[src/rtl/skeleton_frame_pose_builder_unit_assert.svh]
// assertion macros used by the pose builder unit
`ifndef SKELETON_FRAME_POSE_BUILDER_UNIT_ASSERT_SVH
`define SKELETON_FRAME_POSE_BUILDER_UNIT_ASSERT_SVH

// implication checked every cycle outside reset
`define SFPB_ASSERT_IMP(label, clk, rst, ante, cons, msg) \
   label: assert property (@(posedge clk) disable iff (rst) (ante) |-> (cons)) \
      else $error(msg);

// implication whose consequent is checked in the following cycle
`define SFPB_ASSERT_NEXT(label, clk, rst, ante, cons, msg) \
   label: assert property (@(posedge clk) disable iff (rst) (ante) |=> (cons)) \
      else $error(msg);

`endif

[src/rtl/sfpb_pkg.sv]
package sfpb_pkg;

   typedef struct packed {
      logic               operation;
      logic [6:0]         joint_index;
      logic signed [7:0]  parent;
      logic [5:0]         flags;
      logic signed [31:0] value_0;
      logic signed [31:0] value_1;
      logic signed [31:0] value_2;
      logic signed [31:0] value_3;
      logic signed [31:0] value_4;
      logic signed [31:0] value_5;
   } req_word_type;

   typedef struct packed {
      logic [6:0]         posed_joint;
      logic signed [7:0]  posed_parent;
      logic signed [31:0] world_pos_x;
      logic signed [31:0] world_pos_y;
      logic signed [31:0] world_pos_z;
      logic signed [31:0] world_rot_x;
      logic signed [31:0] world_rot_y;
      logic signed [31:0] world_rot_z;
      logic signed [31:0] world_rot_w;
   } rsp_word_type;

   localparam logic OP_LOAD    = 1'b0;
   localparam logic OP_ANIMATE = 1'b1;

   // isqrt unit handshake
   typedef struct packed {
      logic        start;
      logic [63:0] radicand;
   } sqrt_req_type;

   typedef struct packed {
      logic        busy;
      logic        done;
      logic [31:0] root;
   } sqrt_rsp_type;

   // divider handshake
   typedef struct packed {
      logic        start;
      logic [48:0] numer;
      logic [31:0] denom;
   } div_req_type;

   typedef struct packed {
      logic        busy;
      logic        done;
      logic [48:0] quot;
   } div_rsp_type;

   typedef enum logic [4:0] {
      ST_IDLE,
      ST_RD,
      ST_RD2,
      ST_MERGE,
      ST_WSQ,
      ST_WSQRT,
      ST_WSET,
      ST_PRD,
      ST_PRD2,
      ST_QM,
      ST_QMSUM,
      ST_NSQ,
      ST_NSQRT,
      ST_NDIV,
      ST_NDIVW,
      ST_WRITE,
      ST_OUT
   } state_type;

   // quaternion multiply passes
   localparam logic [1:0] PASS_T   = 2'd0;
   localparam logic [1:0] PASS_R   = 2'd1;
   localparam logic [1:0] PASS_ROT = 2'd2;

   // sum of four rounded products needs 50 bits before clamping
   function automatic logic signed [31:0] sat32(input logic signed [49:0] v);
      if (v > 50'sd2147483647) return 32'sh7fffffff;
      if (v < -50'sd2147483648) return 32'sh80000000;
      return v[31:0];
   endfunction

endpackage

[src/rtl/sfpb_sqrt.sv]
module sfpb_sqrt (
   input  logic                  clock,
   input  logic                  reset,
   input  sfpb_pkg::sqrt_req_type sq_req,
   output sfpb_pkg::sqrt_rsp_type sq_rsp
);

   logic [63:0] rem_ff, rem_in;
   logic [63:0] res_ff, res_in;
   logic [63:0] bit_ff, bit_in;
   logic        busy_ff, busy_in;
   logic        done_ff, done_in;
   logic [63:0] trial;

   // one result bit per cycle
   always_comb begin
      rem_in  = rem_ff;
      res_in  = res_ff;
      bit_in  = bit_ff;
      busy_in = busy_ff;
      done_in = 1'b0;
      trial   = res_ff + bit_ff;
      if (sq_req.start) begin
         rem_in  = sq_req.radicand;
         res_in  = '0;
         bit_in  = 64'h4000_0000_0000_0000;
         busy_in = 1'b1;
      end else if (busy_ff) begin
         if (rem_ff >= trial) begin
            rem_in = rem_ff - trial;
            res_in = (res_ff >> 1) + bit_ff;
         end else begin
            res_in = res_ff >> 1;
         end
         bit_in = bit_ff >> 2;
         if (bit_ff == 64'd1) begin
            busy_in = 1'b0;
            done_in = 1'b1;
         end
      end
   end

   always_ff @(posedge clock) begin
      if (reset) begin
         busy_ff <= 1'b0;
         done_ff <= 1'b0;
      end else begin
         busy_ff <= busy_in;
         done_ff <= done_in;
      end
      rem_ff <= rem_in;
      res_ff <= res_in;
      bit_ff <= bit_in;
   end

   assign sq_rsp.busy = busy_ff;
   assign sq_rsp.done = done_ff;
   assign sq_rsp.root = res_ff[31:0];

endmodule

[config.mk]
export PLATFORM = sky130hd
export DESIGN_NAME = sfpb_sqrt
export DESIGN_NICKNAME = d
export VERILOG_FILES = /design/src/rtl/skeleton_frame_pose_builder_unit_assert.svh /design/src/rtl/sfpb_pkg.sv /design/src/rtl/sfpb_sqrt.sv
export SDC_FILE = /design/constraint.sdc
export NUM_CORES = 1
export LEC_CHECK = 0
export BUFFER_PORTS_ARGS = -buffer_cell sky130_fd_sc_hd__buf_2
export CAP_MARGIN = 15
export CORE_ASPECT_RATIO = 1.4
export CORE_MARGIN = 4
export CORE_UTILIZATION = 39
export DETAILED_ROUTE_END_ITERATION = 10
export GPL_ROUTABILITY_DRIVEN = 0
export GPL_TIMING_DRIVEN = 0
export SLEW_MARGIN = 5
export SYNTH_ARGS = -nofsm -noshare
export SYNTH_HDL_FRONTEND = slang
export SYNTH_SLANG_ARGS = --single-unit
export TNS_END_PERCENT = 1
[constraint.sdc]
create_clock -name clock -period 18.8 [get_ports clock]
set_input_delay 0 -clock clock [delete_from_list [all_inputs] [get_ports clock]]
set_output_delay 0 -clock clock [all_outputs]
set_load 0.1 [all_outputs]
==> results.toml <==
[outcome]
status = "finished clean"

[worst_setup_path]
slowest_delay_ns = 0.64
path_cells = "ha_1 -> a31oi_1 -> a211oi_2 -> nand4_1 -> a21oi_1 -> a31oi_1 -> o31ai_2 -> a31oi_1 -> o21bai_1 -> xnor2_1 -> ha_1 -> clkbuf_1 -> nand4_1 -> or4_4 -> nor2_1 -> a311o_2 -> o21ai_2 -> and2_0 -> buf_2 -> buf_2 -> buf_2 -> o21ai_4 -> buf_12"
worstRegToRegCells = 23
end_kind = "flip-flop"
cp.required_ns = 18.95
crit_slowest_cell = "o21ai_4"
reg2reg_setup_slack_ns = 10.99
crit_type = "flip-flop to flip-flop"
r2r_start = "res_ff[2]"
critPathMaxFanout = 26
timing.rr.end = "rem_ff[23]"
cp.arrival_ns = 7.96
critPathLaunchType = "flip-flop"

[clock_network]
cts_tree = "yes"
clk_pin_slew_ns = 0.07
cts-root-buf = "clkbuf_16"
cts_sinks = 162
clockBufferDepth = 2
cts_made_buffers = 17
clock_latency_ns = 0.46
post_cts_buffers = 0
cts.repair.resized = 0
cts_hold_repair.buffers = 63
htree_levels = 4

[sta]
hold_viol = 0
finalSetupViolCount = 0
finalSetupTns_ns = 0
rsz0062_at_grt = "no"
maxSlewViolCount = 0
post-route-period-util_pct = 41.54
fin_skew_ns = 0.01185
min_period_ns = 7.810
max_freq_mhz = 128.0
fin_ws_ns = 10.99
maxSlewHeadroom_pct = 23.90
worst_pin_slew_ns = 1.142

[routing]
drc_errors = 0
via_per_inst = 5.978
wl_um = 57520
drtPass1Iterations = 6
vias = 16368
wl_per_cell_um = 21.01
ant_nets = 0
drtIter0Drc = 1422

[cells_and_area]
drive_above_1_share_pct = 10.41
n_fill_cell = 4114
design_area_um2 = 17920
final_net_count = 2395
area_growth_pct = 15.53
antenna_cells = 0
final_util_pct = 45.51

[power]
pwr-share-clk_pct = 16.9
p_int_uw = 1101
powerDensity_nw_per_um2 = 118.7
combinationalPowerShare_pct = 58.6
leakage_uw = 0.007045
switchingPower_uw = 1025
max-vdd-ir-drop_v = 0.00007121
power_uw = 2127
swShare_pct = 48.21
seqPwrFrac_pct = 24.4

[floorplan]
rows = 86
pin_count = 101
die_w_um = 176.6
dieArea_um2 = 43080
initial_utilization_pct = 39.39
die_h_um = 244.0
core_area_um2 = 39380

[logic_synthesis]
synth_fp_nets = 2211
ys_seq_area_share_pct = 25.03
synthFlopType = "dfxtp_1"
synth_edf_count = 64
synthArstFlopShare_pct = 0
yosys.area.top_type = "dfxtp_1"
synth_cell_types = 83
synth_area_leaders = "dfxtp_1 13%, edfxtp_1 12%, ha_1 10%, nand2_1 5.8%, o21ai_0 5.3%"
synth_top_area_share_pct = 12.65
yosysWarningCount = 0
synth-seq-cells = 162
syn_area_um2 = 15510
synth_cells = 2013
synth.avg_cell_area_um2 = 7.707

[placed_design]
placed_area_um2 = 16730
pre_cts_ws_ns = 11.17
hpwl_um = 44290
io_buffers = 99

[global_routing]
grt_max_degree = 28
grt_pass1_wl_um = 88000
grt_pass1_vias = 16062
antenna_found_initial = 0
grt-ovfl-total = 0
grt.total_usage_pct = 25.94

[worst_hold_path]
min_path_type = "input pin to flip-flop"
worstHoldPathCells = 4
hp-start = "sq_req[50]"
hold_end = "rem_ff[50]"

[job]
maxCapViolations = 0
-- stage by stage --
stage	cells	hold slack (ns)
final	2738	0.06424
after global routing	2738	0.06271
after CTS	2738	0.04319
after detailed placement	2643	0.1882
after global placement	2640	0.1856
after floorplan	2013	0.07580
-- sequential cells by signal (all words and copies together), names as in the netlist --
signal / cells
res_ff: 64
busy_ff: 1
bit_ff: 32
done_ff: 1
rem_ff: 64
-- worst max-delay path, delay by kind of cell (launching register included) --
kind,cells,cell delay [ns]
compound gates,10,3.47
xor+xnor,1,0.14
fa+ha+maj,2,0.66
buf+inv,5,1.21
flops,1,0.38
simple gates,5,1.57
-- cell usage in the layout (no fill, tap or decap), drive strengths merged, types with 37 or more instances in the layout --
cell / count
buf: 165
clkbuf: 111
edfxtp: 64
ha: 130
a21o: 44
nand4: 53
nand3: 54
a21oi: 140
mux2i: 39
xor2: 79
a31oi: 79
nand2: 241
dlygate4sd3: 63
o21ai: 170
a211oi: 37
dfxtp: 98
xnor2: 63
nor2: 193
-- cells in the mapped netlist, drive strengths merged, types with 13 or more instances --
cell and instances:
o21bai 26, mux2i 39, or3 22, xor2 79
inv 35, ha 130, a311oi 24, nor2 193
and2 13, a21oi 140, buf 63, nand2 241
o31ai 14, nand3 54, nand4 53, dfxtp 98
and3 25, nor4 14, a211oi 37, xnor2 63
a31oi 79, clkbuf 89, o21ai 170, a31o 14
a21o 44, nor3 30, nor2b 14, edfxtp 64
-- worst max-delay path by stage --
stage	from	end	cells after the start
after global placement	res_ff[2]	rem_ff[25]	22
after CTS	res_ff[2]	rem_ff[23]	23
after detailed placement	res_ff[2]	rem_ff[23]	23
after floorplan	res_ff[2]	rem_ff[0]	22
after global routing	res_ff[2]	rem_ff[24]	23
final	res_ff[2]	rem_ff[23]	23
-- area by class of cell --
| type | instances | area, um2 | share of cell area (%) |
|---|---|---|---|
| Clock buffer | 22 | 485.5 | 2.709 |
| Inverter | 35 | 131.4 | 0.7330 |
| Clock inverter | 10 | 80.08 | 0.4468 |
| Multi-Input combinational cell | 1664 | 10760 | 60.06 |
| Tap cell | 528 | 660.6 | 3.686 |
| Timing Repair Buffer | 165 | 1171 | 6.534 |
| Sequential cell | 162 | 3884 | 21.67 |
| Buffer | 152 | 747.0 | 4.168 |
-- layer usage --
layer / up-vias / wire length [um] / track usage (%)
met1: 7668 / 22360 / 29.69
met4: 0 / 3915 / 15.44
li1: 7838 / - / -
met2: 656 / 28040 / 45.61
met5: - / 0 / 0
met3: 206 / 3204 / 3.557
-- logic make-up (layout without fill, tap and decap cells) --
logic type               Yosys count  after routing  share of synthesized area [%]
multiplexers                      44             44                          2.879
AO/OA/AOI/OAI                    652            652                          27.18
XOR/XNOR                         142            142                          8.017
flip-flops                       162            162                          25.03
AND/OR/NAND/NOR                  695            695                          20.61
adder cells (fa/ha/maj)          131            131                          10.61
buffers and inverters            187            384                          5.662
-- power by group through the flow --
stage	clock [uW]	sequential (uW)	combinational [uW]
final	360	520	1250
after global routing	373	525	1360
after CTS	363	519	1230
after detailed placement	0	526	1210
after global placement	0	533	1200
after floorplan	0	505	902
No activity file was read; power rests on OpenSTA's default activity.
