## config.mk

```make
export PLATFORM = sky130hd
export DESIGN_NAME = sfpb_div
export DESIGN_NICKNAME = d
export VERILOG_FILES = /design/src/rtl/skeleton_frame_pose_builder_unit_assert.svh /design/src/rtl/sfpb_pkg.sv /design/src/rtl/sfpb_div.sv
export SDC_FILE = /design/constraint.sdc
export NUM_CORES = 1
export LEC_CHECK = 0
export BUFFER_PORTS_ARGS = -buffer_cell sky130_fd_sc_hd__buf_2
export CELL_PAD_IN_SITES_DETAIL_PLACEMENT = 1
export CELL_PAD_IN_SITES_GLOBAL_PLACEMENT = 2
export CORE_MARGIN = 2
export CORE_UTILIZATION = 30
export CTS_CLUSTER_SIZE = 20
export DETAILED_ROUTE_END_ITERATION = 6
export PLACE_DENSITY = 0.75
export SYNTH_ARGS = -nofsm -noshare
export SYNTH_HDL_FRONTEND = slang
export SYNTH_SLANG_ARGS = --single-unit
```

## constraint.sdc

```tcl
create_clock -name clock -period 3.2 [get_ports clock]
set_clock_uncertainty 0.2 [all_clocks]
set_input_delay 0.48 -clock clock [delete_from_list [all_inputs] [get_ports clock]]
set_output_delay 0.48 -clock clock [all_outputs]
set_load 0.05 [all_outputs]
```

## src/rtl/skeleton_frame_pose_builder_unit_assert.svh

```systemverilog
// assertion macros used by the pose builder unit
`ifndef SKELETON_FRAME_POSE_BUILDER_UNIT_ASSERT_SVH
`define SKELETON_FRAME_POSE_BUILDER_UNIT_ASSERT_SVH

// implication checked every cycle outside reset
`define SFPB_ASSERT_IMP(label, clk, rst, ante, cons, msg) \
   label: assert property (@(posedge clk) disable iff (rst) (ante) |-> (cons)) \
      else $error(msg);

// implication whose consequent is checked in the following cycle
`define SFPB_ASSERT_NEXT(label, clk, rst, ante, cons, msg) \
   label: assert property (@(posedge clk) disable iff (rst) (ante) |=> (cons)) \
      else $error(msg);

`endif

```

## src/rtl/sfpb_pkg.sv

```systemverilog
package sfpb_pkg;

   typedef struct packed {
      logic               operation;
      logic [6:0]         joint_index;
      logic signed [7:0]  parent;
      logic [5:0]         flags;
      logic signed [31:0] value_0;
      logic signed [31:0] value_1;
      logic signed [31:0] value_2;
      logic signed [31:0] value_3;
      logic signed [31:0] value_4;
      logic signed [31:0] value_5;
   } req_word_type;

   typedef struct packed {
      logic [6:0]         posed_joint;
      logic signed [7:0]  posed_parent;
      logic signed [31:0] world_pos_x;
      logic signed [31:0] world_pos_y;
      logic signed [31:0] world_pos_z;
      logic signed [31:0] world_rot_x;
      logic signed [31:0] world_rot_y;
      logic signed [31:0] world_rot_z;
      logic signed [31:0] world_rot_w;
   } rsp_word_type;

   localparam logic OP_LOAD    = 1'b0;
   localparam logic OP_ANIMATE = 1'b1;

   // isqrt unit handshake
   typedef struct packed {
      logic        start;
      logic [63:0] radicand;
   } sqrt_req_type;

   typedef struct packed {
      logic        busy;
      logic        done;
      logic [31:0] root;
   } sqrt_rsp_type;

   // divider handshake
   typedef struct packed {
      logic        start;
      logic [48:0] numer;
      logic [31:0] denom;
   } div_req_type;

   typedef struct packed {
      logic        busy;
      logic        done;
      logic [48:0] quot;
   } div_rsp_type;

   typedef enum logic [4:0] {
      ST_IDLE,
      ST_RD,
      ST_RD2,
      ST_MERGE,
      ST_WSQ,
      ST_WSQRT,
      ST_WSET,
      ST_PRD,
      ST_PRD2,
      ST_QM,
      ST_QMSUM,
      ST_NSQ,
      ST_NSQRT,
      ST_NDIV,
      ST_NDIVW,
      ST_WRITE,
      ST_OUT
   } state_type;

   // quaternion multiply passes
   localparam logic [1:0] PASS_T   = 2'd0;
   localparam logic [1:0] PASS_R   = 2'd1;
   localparam logic [1:0] PASS_ROT = 2'd2;

   // sum of four rounded products needs 50 bits before clamping
   function automatic logic signed [31:0] sat32(input logic signed [49:0] v);
      if (v > 50'sd2147483647) return 32'sh7fffffff;
      if (v < -50'sd2147483648) return 32'sh80000000;
      return v[31:0];
   endfunction

endpackage

```

## src/rtl/sfpb_div.sv

```systemverilog
module sfpb_div (
   input  logic                 clock,
   input  logic                 reset,
   input  sfpb_pkg::div_req_type dv_req,
   output sfpb_pkg::div_rsp_type dv_rsp
);

   logic [48:0] quo_ff, quo_in;
   logic [32:0] rem_ff, rem_in;
   logic [31:0] den_ff, den_in;
   logic [5:0]  cnt_ff, cnt_in;
   logic        busy_ff, busy_in;
   logic        done_ff, done_in;
   logic [32:0] shifted;

   // restoring division, one quotient bit per cycle
   always_comb begin
      quo_in  = quo_ff;
      rem_in  = rem_ff;
      den_in  = den_ff;
      cnt_in  = cnt_ff;
      busy_in = busy_ff;
      done_in = 1'b0;
      shifted = {rem_ff[31:0], quo_ff[48]};
      if (dv_req.start) begin
         quo_in  = dv_req.numer;
         rem_in  = '0;
         den_in  = dv_req.denom;
         cnt_in  = 6'd48;
         busy_in = 1'b1;
      end else if (busy_ff) begin
         if (shifted >= {1'b0, den_ff}) begin
            rem_in = shifted - {1'b0, den_ff};
            quo_in = {quo_ff[47:0], 1'b1};
         end else begin
            rem_in = shifted;
            quo_in = {quo_ff[47:0], 1'b0};
         end
         cnt_in = cnt_ff - 6'd1;
         if (cnt_ff == 6'd0) begin
            busy_in = 1'b0;
            done_in = 1'b1;
         end
      end
   end

   always_ff @(posedge clock) begin
      if (reset) begin
         busy_ff <= 1'b0;
         done_ff <= 1'b0;
      end else begin
         busy_ff <= busy_in;
         done_ff <= done_in;
      end
      quo_ff <= quo_in;
      rem_ff <= rem_in;
      den_ff <= den_in;
      cnt_ff <= cnt_in;
   end

   assign dv_rsp.busy = busy_ff;
   assign dv_rsp.done = done_ff;
   assign dv_rsp.quot = quo_ff;

endmodule

```

==> summary.txt <==
Critical path
  • Critical path required time: 3.33 ns
  • Slowest stage delay, CP: roughly 0.37 ns
  • R2R setup slack: 0.19 ns
  • Worst r2r src: quo_ff[48]$_DFFE_PP_
  • CP Cell Sequence: inv_1 > ha_1 > fa_2 > nor2b_2 > o31a_1 > o31ai_1 > a31o_2 > a21oi_4 > mux2i_1 > or3_1 > a311oi_1
  • R2R depth: 11
  • Crit path max fanout: 6
  • CP Capture Type: flip-flop
  • CP max-delay cell: fa_2
  • Setup crit start: quo_ff[48]$_DFFE_PP_
  • RR Endpoint: rem_ff[28]$_SDFFE_PP0P_
  • Worst EP arrival: between 3 and 4 ns
  • CP Launch Type: flip-flop
  • Setup CP Type: reg -> reg

Layout
  • ANT cells: 0
  • Fin nets: 900
  • P&R area growth vs syn: 24.4%
  • Layout cell share with drive strength beyond 1: 32.2%
  • Post-Layout Inst Area: around 8500 µm²

Synthesis
  • Avg Cell Area, Syn: roughly 11 µm²
  • Synth Instances: 639
  • Synth cell types: 59
  • Area contributors post-synth: edfxtp_1 36%, dfxtp_1 12%, mux2_2 8.1%
  • Share of the synthesized area in the top cell type: 35.7%
  • Syn Std Cell Area: 6810 µm²
  • EDFF count, synth: 81
  • Synthesized flop and latch total: 121
  • Cell taking the most area after synthesis: edfxtp_1
  • Ys async rst share: 0%
  • Seq/Total Area, Yosys: 47.5%
  • Syn nets: 758
  • Synth Warn #: 0
  • Post-synth top flop: edfxtp_1

Run status
  • Status: finished clean

STA
  • Post-layout min period: 3.01 ns
  • Final hold viol count: 0
  • WHS: around 0.032 ns
  • Final WS setup: 0.195 ns
  • Max Freq: about 0.33 GHz
  • Worst-Margin Slew: just over 0.6 ns
  • Final Max Slew Viols: 0
  • Setup Viol. Count Final: 0
  • Slew HR: 58.9%
  • Period utilisation layout: 93.9%
  • Setup_tns: 0 ns
  • RSZ-0062 raised after global routing: no

Die
  • Die Footprint: 23,900 µm²
  • Starting density of the core: between 30% and 40%
  • I/O pin cnt: 135
  • Core box area: 22,400 µm²
  • Die width: 155 µm
  • Die height: 155 µm
  • Rows: 55

Pwr
  • Power Total: 4990 µW
  • Leakage power: 0.00348 µW
  • PD cells: about 590 nW/µm²
  • Peak supply drop: 0.290 mV

Run
  • Maximum capacitance violations: 0

Global route
  • Antenna violations before repair: 0
  • First-pass GRT wire length: 30.6 mm
  • Largest net degree at the start of global routing: 47
  • Vias in the first global route: around 5,800
  • GRT Total Usage: around 16%
  • Remaining Overflow, GRT: 0

Min path
  • Hold path cells: 2
  • End of the worst hold path: busy_ff$_SDFF_PP0_
  • Hold Crit Start: reset
  • Hold/Removal Path Class: in -> reg

Place
  • Port Buffers: 134
  • Routability cong.: 0.789
  • Post-DP HPWL: 13.8 mm
  • DP Worst Slack: roughly 0.11 ns
  • Placed instance area: 7840 µm²

CTS
  • TritonCTS clock tree: yes
  • Clock Latency Late Sink: 0.42 ns
  • Root buffer cell: clkbuf_16
  • H-tree levels: 4
  • Clock slew at reported path FFs: 0.06 ns
  • CTS Buf Count: 17
  • CTS Buffer Depth: 2
  • Clk sinks: 121

Detailed routing
  • 1st-iter DRT viols: 171
  • Remaining antenna violation count: 0
  • Vias post-DR: 5,380
  • Via density: around 5.0
  • DRC viols: 0
  • Final WL: ~19 mm
  • WL per Instance: 17.3 µm
  • 1st-pass router iterations: 5
Yosys cell counts, drive strengths merged (6+ instances only):
cell,instances
a211oi,19
a21o,13
a21oi,38
a311oi,9
a41oi,6
buf,16
clkbuf,19
dfxtp,40
edfxtp,81
ha,34
inv,42
mux2,50
mux2i,15
nand2,38
nand2b,6
nand3,18
nand4,14
nor2,51
nor3,12
nor3b,7
o21ai,20
xnor2,19
xor2,10
layout make-up:
class                   instances  area [µm²]
clock inverters                13         148
clock buffers                  19         433
multi-input cells             441        3260
well taps                     285         357
flip-flops and latches        121        3230
repair buffers                158         878
inverters                      42         158
fillers                      2566       14000
cells by family after synthesis:
| kind of cell | Yosys count | share of synthesized area [%] |
|---|---|---|
| compound gates | 137 | 13.9 |
| xor+xnor | 29 | 3.73 |
| fa+ha+maj | 35 | 6.54 |
| buf+inv | 77 | 4.91 |
| flops | 121 | 47.5 |
| mux | 65 | 10.5 |
| simple gates | 175 | 13.0 |
metrics by stage:
step                      cells  utilization [%]
after detailed placement   1044             35.0
after CTS                  1076             37.6
after floorplan             639                -
after global routing       1079             37.8
final                      1079             37.8
after global placement     1044             35.0
metal layers:
metal / up-vias / global-route usage (%) / part of all wire (%)
met1: 2566 / 21.8 / 47
li1: 2656 / - / -
met2: 141 / 24.4 / 44
met4: 0 / 4.41 / 1.3
met3: 17 / 5.91 / 8.1
met5: - / 0 / 0
cell usage in the layout (no fill, tap or decap), types with 13 or more instances in the layout:
| cell | instances |
|---|---|
| buf_2 | 133 |
| edfxtp_1 | 81 |
| mux2i_1 | 15 |
| o21ai_0 | 13 |
| a211oi_1 | 18 |
| buf_4 | 23 |
| ha_1 | 34 |
| mux2_2 | 49 |
| inv_1 | 42 |
| nand4_1 | 13 |
| nor2_1 | 51 |
| clkbuf_16 | 17 |
| nand2_1 | 38 |
| dfxtp_1 | 39 |
| xnor2_1 | 19 |
| nand3_1 | 18 |
| a21oi_1 | 36 |
flip-flops by register name, summed over array words and instances, names as in the netlist:
signal   count
quo_ff      49
den_ff      32
rem_ff      32
cnt_ff       6
busy_ff      1
done_ff      1
critical path, delay by kind of cell (launching register included):
kind,cells,cell delay [ns]
buf+inv,1,0.06
mux,1,0.11
simple gates,2,0.51
flops,1,0.34
fa+ha+maj,2,0.59
compound gates,5,1.09
repair_timing:
action                                  CTS  global route
gates resized for setup                   0             6
buffers inserted                          0             3
endpoints found under the setup margin    0            11
hold buffers                              0             0
where the power goes:
group / switching (µW) / leakage (µW) / internal, µW
logic: 749 / 0.00208 / 428
clock network: 755 / 0.000270 / 1150
registers: 80.2 / 0.00114 / 1830
total: 1580 / 0.00348 / 3410
how the worst max path moves through the flow:
| stage | slack (ns) | end |
|---|---|---|
| 5_1_grt | 0.002 | rem_ff[4]$_SDFFE_PP0P_ |
| 4_1_cts | 0.06 | rem_ff[28]$_SDFFE_PP0P_ |
| 3_5_place_dp | 0.11 | rem_ff[28]$_SDFFE_PP0P_ |
| 3_3_place_gp | 0.22 | rem_ff[28]$_SDFFE_PP0P_ |
| 2_1_floorplan | 0.04 | rem_ff[28]$_SDFFE_PP0P_ |
| 6_report | 0.19 | rem_ff[28]$_SDFFE_PP0P_ |
(Power assumes the default switching activity.)
